==> src/rtl/srb_pkg.sv <==
// ----------------------------------------------------------------------------
// srb_pkg
// shared types, constants and helpers of the sequence ring buffer
// ----------------------------------------------------------------------------
package srb_pkg;

  localparam int NUM_SLOTS  = 256;
  localparam int SLOT_W     = $clog2(NUM_SLOTS);
  localparam int DATA_WIDTH = 32;
  localparam int SEQ_W      = 16;
  localparam int REQ_W      = 3;
  localparam int IDX_W      = 8;

  localparam logic [SEQ_W-1:0] HALF_RANGE = SEQ_W'(32768);
  localparam logic [SEQ_W-1:0] SEQ_SLOTS  = SEQ_W'(NUM_SLOTS);

  // request codes on the input port
  localparam logic [REQ_W-1:0] REQ_INSERT = 3'd0;
  localparam logic [REQ_W-1:0] REQ_REMOVE = 3'd1;
  localparam logic [REQ_W-1:0] REQ_FIND   = 3'd2;
  localparam logic [REQ_W-1:0] REQ_READ   = 3'd3;
  localparam logic [REQ_W-1:0] REQ_RESET  = 3'd4;

  // classified operation handed to the back end
  typedef enum logic [2:0] {
    OP_WRITE,
    OP_STALE,
    OP_REMOVE,
    OP_FIND,
    OP_READ,
    OP_RESET,
    OP_BAD
  } op_t;

  typedef struct packed {
    op_t                   op;
    logic                  clr_all;
    logic                  clr_span;
    logic [SLOT_W-1:0]     clr_cnt;
    logic [SLOT_W-1:0]     first;
    logic [SLOT_W-1:0]     slot;
    logic [SEQ_W-1:0]      seq;
    logic                  oor;
    logic [DATA_WIDTH-1:0] data;
  } cmd_t;

  typedef struct packed {
    logic                  accepted;
    logic                  hit;
    logic                  slot_empty;
    logic [DATA_WIDTH-1:0] read_data;
  } res_t;

  typedef enum logic [0:0] {
    B_IDLE,
    B_EXEC
  } bstate_t;

  // wrapping compare: a is newer than b
  function automatic logic seq_newer(input logic [SEQ_W-1:0] a, input logic [SEQ_W-1:0] b);
    logic [SEQ_W-1:0] d;
    d = a - b;
    return ((d != '0) && (d < HALF_RANGE)) || ((d == HALF_RANGE) && (a > b));
  endfunction

endpackage

==> src/rtl/srb_front.sv <==
// ----------------------------------------------------------------------------
// srb_front
// accepts requests, tracks the next sequence and classifies each request
// ----------------------------------------------------------------------------
module srb_front (
  input  logic                            clk,
  input  logic                            rst,
  input  logic                            push,
  output logic                            full,
  input  logic [srb_pkg::REQ_W-1:0]       req_type,
  input  logic [srb_pkg::SEQ_W-1:0]       seq_num,
  input  logic [srb_pkg::IDX_W-1:0]       slot_index,
  input  logic [srb_pkg::DATA_WIDTH-1:0]  write_data,
  output srb_pkg::cmd_t                   cmd_head,
  output logic                            cmd_avail,
  input  logic                            cmd_pop
);

  logic [srb_pkg::SEQ_W-1:0] next_seq;
  logic [srb_pkg::SEQ_W-1:0] next_seq_next;
  srb_pkg::cmd_t             cmd_in;
  logic                      take;

  srb_pkg::cmd_t q [2];
  logic          wptr;
  logic          rptr;
  logic [1:0]    count;

  logic [srb_pkg::SEQ_W-1:0] seq_inc;
  logic [srb_pkg::SEQ_W-1:0] span;
  logic [srb_pkg::SEQ_W-1:0] oldest;

  assign full      = (count == 2'd2);
  assign cmd_avail = (count != 2'd0);
  assign cmd_head  = q[rptr];
  assign take      = push && !full;

  assign seq_inc = seq_num + 1'b1;
  assign span    = seq_num - next_seq;
  assign oldest  = next_seq - srb_pkg::SEQ_SLOTS;

  always_comb begin
    cmd_in          = '0;
    cmd_in.op       = srb_pkg::OP_BAD;
    cmd_in.seq      = seq_num;
    cmd_in.slot     = seq_num[srb_pkg::SLOT_W-1:0];
    cmd_in.first    = next_seq[srb_pkg::SLOT_W-1:0];
    cmd_in.clr_cnt  = span[srb_pkg::SLOT_W-1:0];
    cmd_in.data     = write_data;
    next_seq_next   = next_seq;
    case (req_type)
      srb_pkg::REQ_INSERT: begin
        if (srb_pkg::seq_newer(seq_inc, next_seq)) begin
          cmd_in.op       = srb_pkg::OP_WRITE;
          cmd_in.clr_all  = (span >= srb_pkg::SEQ_SLOTS);
          cmd_in.clr_span = (span < srb_pkg::SEQ_SLOTS);
          next_seq_next   = seq_inc;
        end else if (srb_pkg::seq_newer(oldest, seq_num)) begin
          cmd_in.op = srb_pkg::OP_STALE;
        end else begin
          cmd_in.op = srb_pkg::OP_WRITE;
        end
      end
      srb_pkg::REQ_REMOVE: cmd_in.op = srb_pkg::OP_REMOVE;
      srb_pkg::REQ_FIND:   cmd_in.op = srb_pkg::OP_FIND;
      srb_pkg::REQ_READ: begin
        cmd_in.op   = srb_pkg::OP_READ;
        cmd_in.slot = srb_pkg::SLOT_W'(slot_index);
        cmd_in.oor  = (32'(slot_index) >= 32'(srb_pkg::NUM_SLOTS));
      end
      srb_pkg::REQ_RESET: begin
        cmd_in.op     = srb_pkg::OP_RESET;
        next_seq_next = '0;
      end
      default: cmd_in.op = srb_pkg::OP_BAD;
    endcase
  end

  always_ff @(posedge clk) begin
    if (rst) begin
      next_seq <= '0;
      wptr     <= 1'b0;
      rptr     <= 1'b0;
      count    <= 2'd0;
    end else begin
      if (take) begin
        next_seq <= next_seq_next;
        wptr     <= !wptr;
      end
      if (cmd_pop) begin
        rptr <= !rptr;
      end
      count <= count + 2'(take) - 2'(cmd_pop);
    end
  end

  always_ff @(posedge clk) begin
    if (take) begin
      q[wptr] <= cmd_in;
    end
  end

endmodule

==> config.mk <==
export PLATFORM = sky130hd
export DESIGN_NAME = srb_front
export DESIGN_NICKNAME = d
export VERILOG_FILES = /design/src/rtl/srb_pkg.sv /design/src/rtl/srb_front.sv
export SDC_FILE = /design/constraint.sdc
export NUM_CORES = 1
export LEC_CHECK = 0
export ABC_AREA = 1
export BUFFER_PORTS_ARGS = -buffer_cell sky130_fd_sc_hd__buf_4
export CAP_MARGIN = 20
export CORE_ASPECT_RATIO = 0.7
export CORE_MARGIN = 5
export CORE_UTILIZATION = 50
export CTS_CLUSTER_DIAMETER = 150
export DETAILED_ROUTE_END_ITERATION = 8
export GPL_TIMING_DRIVEN = 0
export PLACE_DENSITY = 0.73
export SYNTH_ARGS = -nofsm -noshare
export SYNTH_HDL_FRONTEND = slang
export SYNTH_SLANG_ARGS = --single-unit
==> constraint.sdc <==
create_clock -name clk -period 7.4 [get_ports clk]
set_clock_uncertainty 0.05 [all_clocks]
set_input_delay 0.37 -clock clk [delete_from_list [all_inputs] [get_ports clk]]
set_output_delay 0.37 -clock clk [all_outputs]
set_load 0.02 [all_outputs]
# After elaboration in Yosys (flattened, before gate mapping)
# Memory sizes are Yosys's and may differ from the RTL's. A register that Yosys moved wholly into a read port is not among the register bits.
# Index checks and enable logic that the tools add are counted.
# word_totals
register_bits	20
latchBits	0
ramBits	154
mem_bits_ro	0
input_bits	63
output_inout_bits	80
wordCells	54
n_memories	1
# op_classes
addsub	7
n_mul	0
div	0
magnitude_cmp	6
n_eq_ne	8
shift	0
n_mux	12
n_bitwise	0
reduce_logical	16
# memory_table
name	depth	word_bits	rd	rd_clocked_by_memory_dff	write_ports	line_no	rtl
q	2	77	1	1	1	srb_front.sv:24	srb_pkg::cmd_t q [2];
# op_table
op	count
$sub A16 B16 Y16	3
$eq A16 B16 Y1 const B	2
$gt A16 B16 Y1	2
$lt A16 B16 Y1 const B	2
$pmux W16 S2	1
$reduce_bool A16 Y1	2
$add A16 B1 Y16 const B	1
$ge A16 B9 Y1 const B	1
$lt A16 B9 Y1 const B	1
$mux W16	1
$sub A16 B9 Y16 const B	1
$pmux W3 S5	1
$mux W8	1
$eq A3 B2 Y1 const B	2
$logic_and A1 B1 Y1	5
$mux W1	5
$mux W2	2
$reduce_bool A2 Y1	2
$eq A3 B1 Y1 const B	1
$eq A3 B3 Y1 const B	1
$logic_not A1 Y1	3
$logic_not A3 Y1	1
$mux W3	1
$reduce_and A3 Y1	1
other kinds (5)	6

# Longest topological paths before layout
# depth
word_depth	8
mapped_depth	32
ltp_nobuf	32

# Worst setup path after synthesis
# OpenSTA, ideal clock, no wires.
# synth_timing
kind	reg2reg
startpoint	register count[1]
endpoint	memory q[1][0] in the netlist's numbering, enable pin
setup_ns	0.515
t_arrival_ns	3.780
required_ns	6.835
path_slack_ns	3.055
path_stages_with_launch	4
cell_sequence	dfxtp_1 > inv_1 > o21ai_0 > nor2_1
# synth_between
elab_chain_len	5
# synth_lines
element	line_no	rtl
start, declared	srb_front.sv:27	logic [1:0] count;
start signal, assigned	srb_front.sv:93	count <= count + 2'(take) - 2'(cmd_pop);
$eq A2 B2 Y1	srb_front.sv:33	assign full = (count == 2'd2);
$logic_not A1 Y1	srb_front.sv:36	assign take = push && !full;
$logic_and A1 B1 Y1	srb_front.sv:36	
$mux W1	srb_front.sv:98	if (take) begin
$mux W1 (not written as such)	srb_front.sv:99	q[wptr] <= cmd_in;
end, declared	srb_front.sv:24	
# Every way passes these cells.

# Worst setup path in the final report
# layout_timing
startpoint	input seq_num[1] in the netlist's numbering
endpoint	register next_seq[7] in the netlist's numbering
# layout_between
elab_chain_len	7
# layout_lines
element	line_no	rtl
start, declared	srb_front.sv:11	input logic [srb_pkg::SEQ_W-1:0] seq_num,
$add A16 B1 Y16 (*)	srb_front.sv:38	assign seq_inc = seq_num + 1'b1;
$sub A16 B16 Y16	srb_pkg.sv:62	d = a - b;
$lt A16 B16 Y1 (tied with other cells)	srb_pkg.sv:63	return ((d != '0) && (d < HALF_RANGE)) || ((d == HALF_RANGE) && (a > b));
$logic_and A1 B1 Y1	srb_pkg.sv:63	
$logic_or A1 B1 Y1	srb_pkg.sv:63	
$ne A2 B2 Y1 (no line)	--	
$reduce_and A3 Y1 (no line)	--	
end signal, assigned	srb_front.sv:87	next_seq <= next_seq_next;
end, declared	srb_front.sv:19	logic [srb_pkg::SEQ_W-1:0] next_seq;
# Mark *: on every way between the ends. The rest lies on a longest branch, timed or not. The select of a mux whose other input is x is not followed.
# A chain may end at the register's enable or synchronous reset.

==> impl_summary.md <==
Yosys
The share of flip-flops with an asynchronous set or reset after synthesis is 0%. The number of enable-type register cells in the synthesized netlist is 154. By area the synthesized netlist is led by edfxtp_1 46%, nand2_1 8.9%, mux2_2 8.7%.

The proportion of netlist area held by the largest area contributor is 46.23%. After synthesis, the mean cell area works out to 9.436 um2. The synthesized design contains 175 register bits. The share of the Yosys chip area taken by registers is 50.44%.

Counting every net in the synthesized netlist gives 1177. The synthesized netlist contains 42 unique library cells. The cell count after synthesis is 1060. The synthesized netlist occupies a cell area of 10000 um2. In the synthesized netlist the dominant register cell turns out to be edfxtp_1. Of all cell types, the one taking the most synthesized area is edfxtp_1. During synthesis, Yosys emitted a total of 0 warnings.

STA
The final hold violation count is 0. The number of pins exceeding their max-slew limit in the final report came to 0. Setup repair after global routing left no endpoint under its margin. In this run the tightest slew margin relative to its limit is 35.90%. On the final layout, the worst hold slack is 0.06409 ns. After routing, the total negative slack on setup checks comes to 0 ns. The time the final worst path needs with I/O delays and setup is 3.759 ns.

At the pin with the least slew margin, the transition time is 0.9514 ns. The period utilization is 50.79%. The final setup violation count is 0.

Derived from the worst setup path, the maximum achievable clock frequency is 266.1 MHz.

Place
The final weighted congestion in routability-driven placement is 0.9357. The number of placed instances, taps included is 1475. The wire-length estimate of the detail-placed layout is 19.33 mm. Input and output buffers added on the ports amount to 141.

Worst hold path
The min-delay analysis places its worst path in the category in2reg. Counting instances, the worst hold path has a depth of 1. The worst hold path startpoint is write_data[15].

Finish
The number of antenna diodes in the final layout is 0. The net count of the finished layout is 1341. The most common cell after layout, fill and taps aside is nand2_1.

The final cell count without fillers is 1507. Cells fill 61.33% of the core in the end. In the layout the commonest cells are 238 x nand2_1, 154 x inv_1, 154 x edfxtp_1. From synthesis to final layout, the design area changed by 21.08%. Of the cells placed in the final design, the portion with a size suffix greater than 1 is 22.64%.

Critical path
The worst endpoint data arrival time is 4.03 ns. Walking the worst path, the cells encountered are buf_4, ha_1, nand3_1, nor2_1, nand3_1, nor2_1, nand3_1, nor2_1, nand3_1, xor2_1, inv_1, ha_1, inv_1, nor3_1, nand2_1, nor4_1, nor2_1, nand2_1, nand3_1, nand2_2, nand2_4, buf_6, a21oi_1, nor2_1. The path length in cells of the critical path is 24. The type of destination of the critical path is a register. The worst register-to-register path ends at q[0][74]$_DFFE_PP_. The kind of cell adding the most delay to the critical path is simple AND/OR/NAND/NOR gates. For flop-to-flop paths, the worst setup slack is 4.04 ns. Measured in cells, the most critical reg-to-reg path has a length of 15. The critical path is of the in2reg type.

Counting both buffers and inverters, the worst setup path holds a total of 4. The worst stage delay on the critical path is 0.37 ns. The timing startpoint of the critical path is seq_num[1]. In this run the worst path has a maximum fanout of 10. The required time of the worst setup path is 7.67 ns. The worst setup path is launched from an input port. For this design, the slowest cell found on the critical path is ha_1. The endpoint of the most critical setup path is next_seq[7]$_SDFFE_PP0P_. In this run the critical register-to-register path is launched from next_seq[8]$_SDFFE_PP0P_.

Die
143 I/O pins were placed. The total area inside the core boundary comes to 19750 um2. The area of the die is 22980 um2. The initialized floorplan defines 43 standard-cell rows. The floorplan step set the die height to 128.3 um. The initial core utilization is 50.66%. The width of the die is 179.1 um.

Clock tree
The number of buffers added by the clock tree synthesis step is 17. The insertion delay of the later-clocked pin in the worst-skew pair is 0.43 ns. The maximum clock insertion buffer count is 2. The post-CTS setup buffer count is 0.

The clock tree synthesis step divided the H-tree into 4 levels. The TritonCTS sink count is 175. TritonCTS built the clock tree. The clock-pin slew of the registers on the worst-case setup and hold paths is 0.08 ns. In this run, post-CTS repair resized a total of 0 instances. The cell sitting at the root of the clock tree is a clkbuf_16. The total of hold buffers inserted after clock tree synthesis is 0.

Power and ir drop
In this run switching power makes up 33.75% of total power. The cell-internal power is 2017 uW. The clock network is responsible for 29.5% of the overall power. In this run the power spent charging and discharging nets is 1028 uW. Total power for the finished layout comes to 3045 uW.

The share of total power dissipated in sequential elements is 40.7%. Dividing total power by cell area gives a power density of 251.4 nW/um2. For this design the static power due to leakage is 0.005343 uW. The combinational fraction of design power is 29.8%. IR analysis of the VDD net gives a maximum drop of 0.1506 mV.

Detailed routing
For this block, the via count after detailed routing is 7802. The detailed-routing iteration count for the pre-antenna-repair pass is 5. The via density per instance is 5.177. Once detail routing completed, the nets flagged for antenna violations numbered 0. For this block, the initial DRC count from the detailed router was 641. The total wire length after detailed routing is 24.82 mm. The residual DRC count is 0. Dividing the detail-routed wire length by the instance count gives 16.47 um.

Status
The run finished with clean final reports.

Global routing
The global-route total usage across every layer is 22.01%. The via count of the first global-routing pass is 7417. The first-pass GRT wire length is 38.99 mm. The total congestion overflow is 0. The number of antenna violations at the first check in global routing came to 0. Entering global routing, the biggest net connects 32 pins.

Job
Across the run, the number of max-cap violations was 0.
[cells in the mapped netlist, types with 11 or more instances]
library cell / count
nand3_1: 70
inv_1: 154
edfxtp_1: 154
clkbuf_1: 11
nand2_1: 238
dfxtp_1: 21
nor3_1: 14
mux2_2: 77
xor2_1: 27
a21oi_1: 55
nor2_1: 84
ha_1: 51
nand4_1: 12
o21ai_0: 31
[final cells by class]
cell class                      instances  area [um2]
Inverter                              157       589.3
Buffer                                 23       116.4
Sequential cell                       175        5045
Timing Repair Buffer                  145        1146
Tap cell                              270       337.8
Fill cell                            1682        7635
Multi-Input combinational cell        705        4267
Clock buffer                           17       425.4
Clock inverter                         15       183.9
[per-stage QoR]
stage	setup slack (ns)	area, um2
final	3.641	12110
after global placement	0.9764	11400
after floorplan	3.055	10000
after global routing	3.209	12110
after detailed placement	3.229	11500
after CTS	3.646	12110
[power by group through the flow]
stage,Sequential [uW],Clock (uW),Combinational [uW]
floorplan,1260,0,595
global placement,1270,0,869
detailed placement,1260,0,902
CTS,1240,912,908
global route,1250,963,1000
finish,1240,898,907
[per-layer routing]
metal | vias up | share of wire (%) | global-route usage, %
met3 | 26 | 8.0 | 4.288
met1 | 3629 | 48 | 32.89
met5 | - | 0 | 0
li1 | 3871 | - | -
met4 | 0 | 1.4 | 5.142
met2 | 276 | 43 | 33.41
[flip-flops by register name, indices dropped and copies added, names as in the netlist, named ones only]
signal	cells
count	2
wptr	1
q	154
rptr	1
next_seq	16
[worst min-delay path by stage]
stage               slack, ns                        to
floorplan                0.39       count[0]$_SDFF_PP0_
global placement         0.41  next_seq[8]$_SDFFE_PP0P_
detailed placement       0.44  next_seq[8]$_SDFFE_PP0P_
CTS                      0.05        q[1][28]$_DFFE_PP_
global route             0.04        q[0][13]$_DFFE_PP_
finish                   0.06        q[1][15]$_DFFE_PP_
[cell families after synthesis]
family	after synthesis	share of synthesized area (%)
simple gates	444	18.91
xor+xnor	32	2.802
flops	175	50.44
fa+ha+maj	54	6.980
mux	77	8.669
compound gates	97	5.104
buf+inv	180	7.055
other cells	1	0.03749
(Power assumes the default switching activity.)
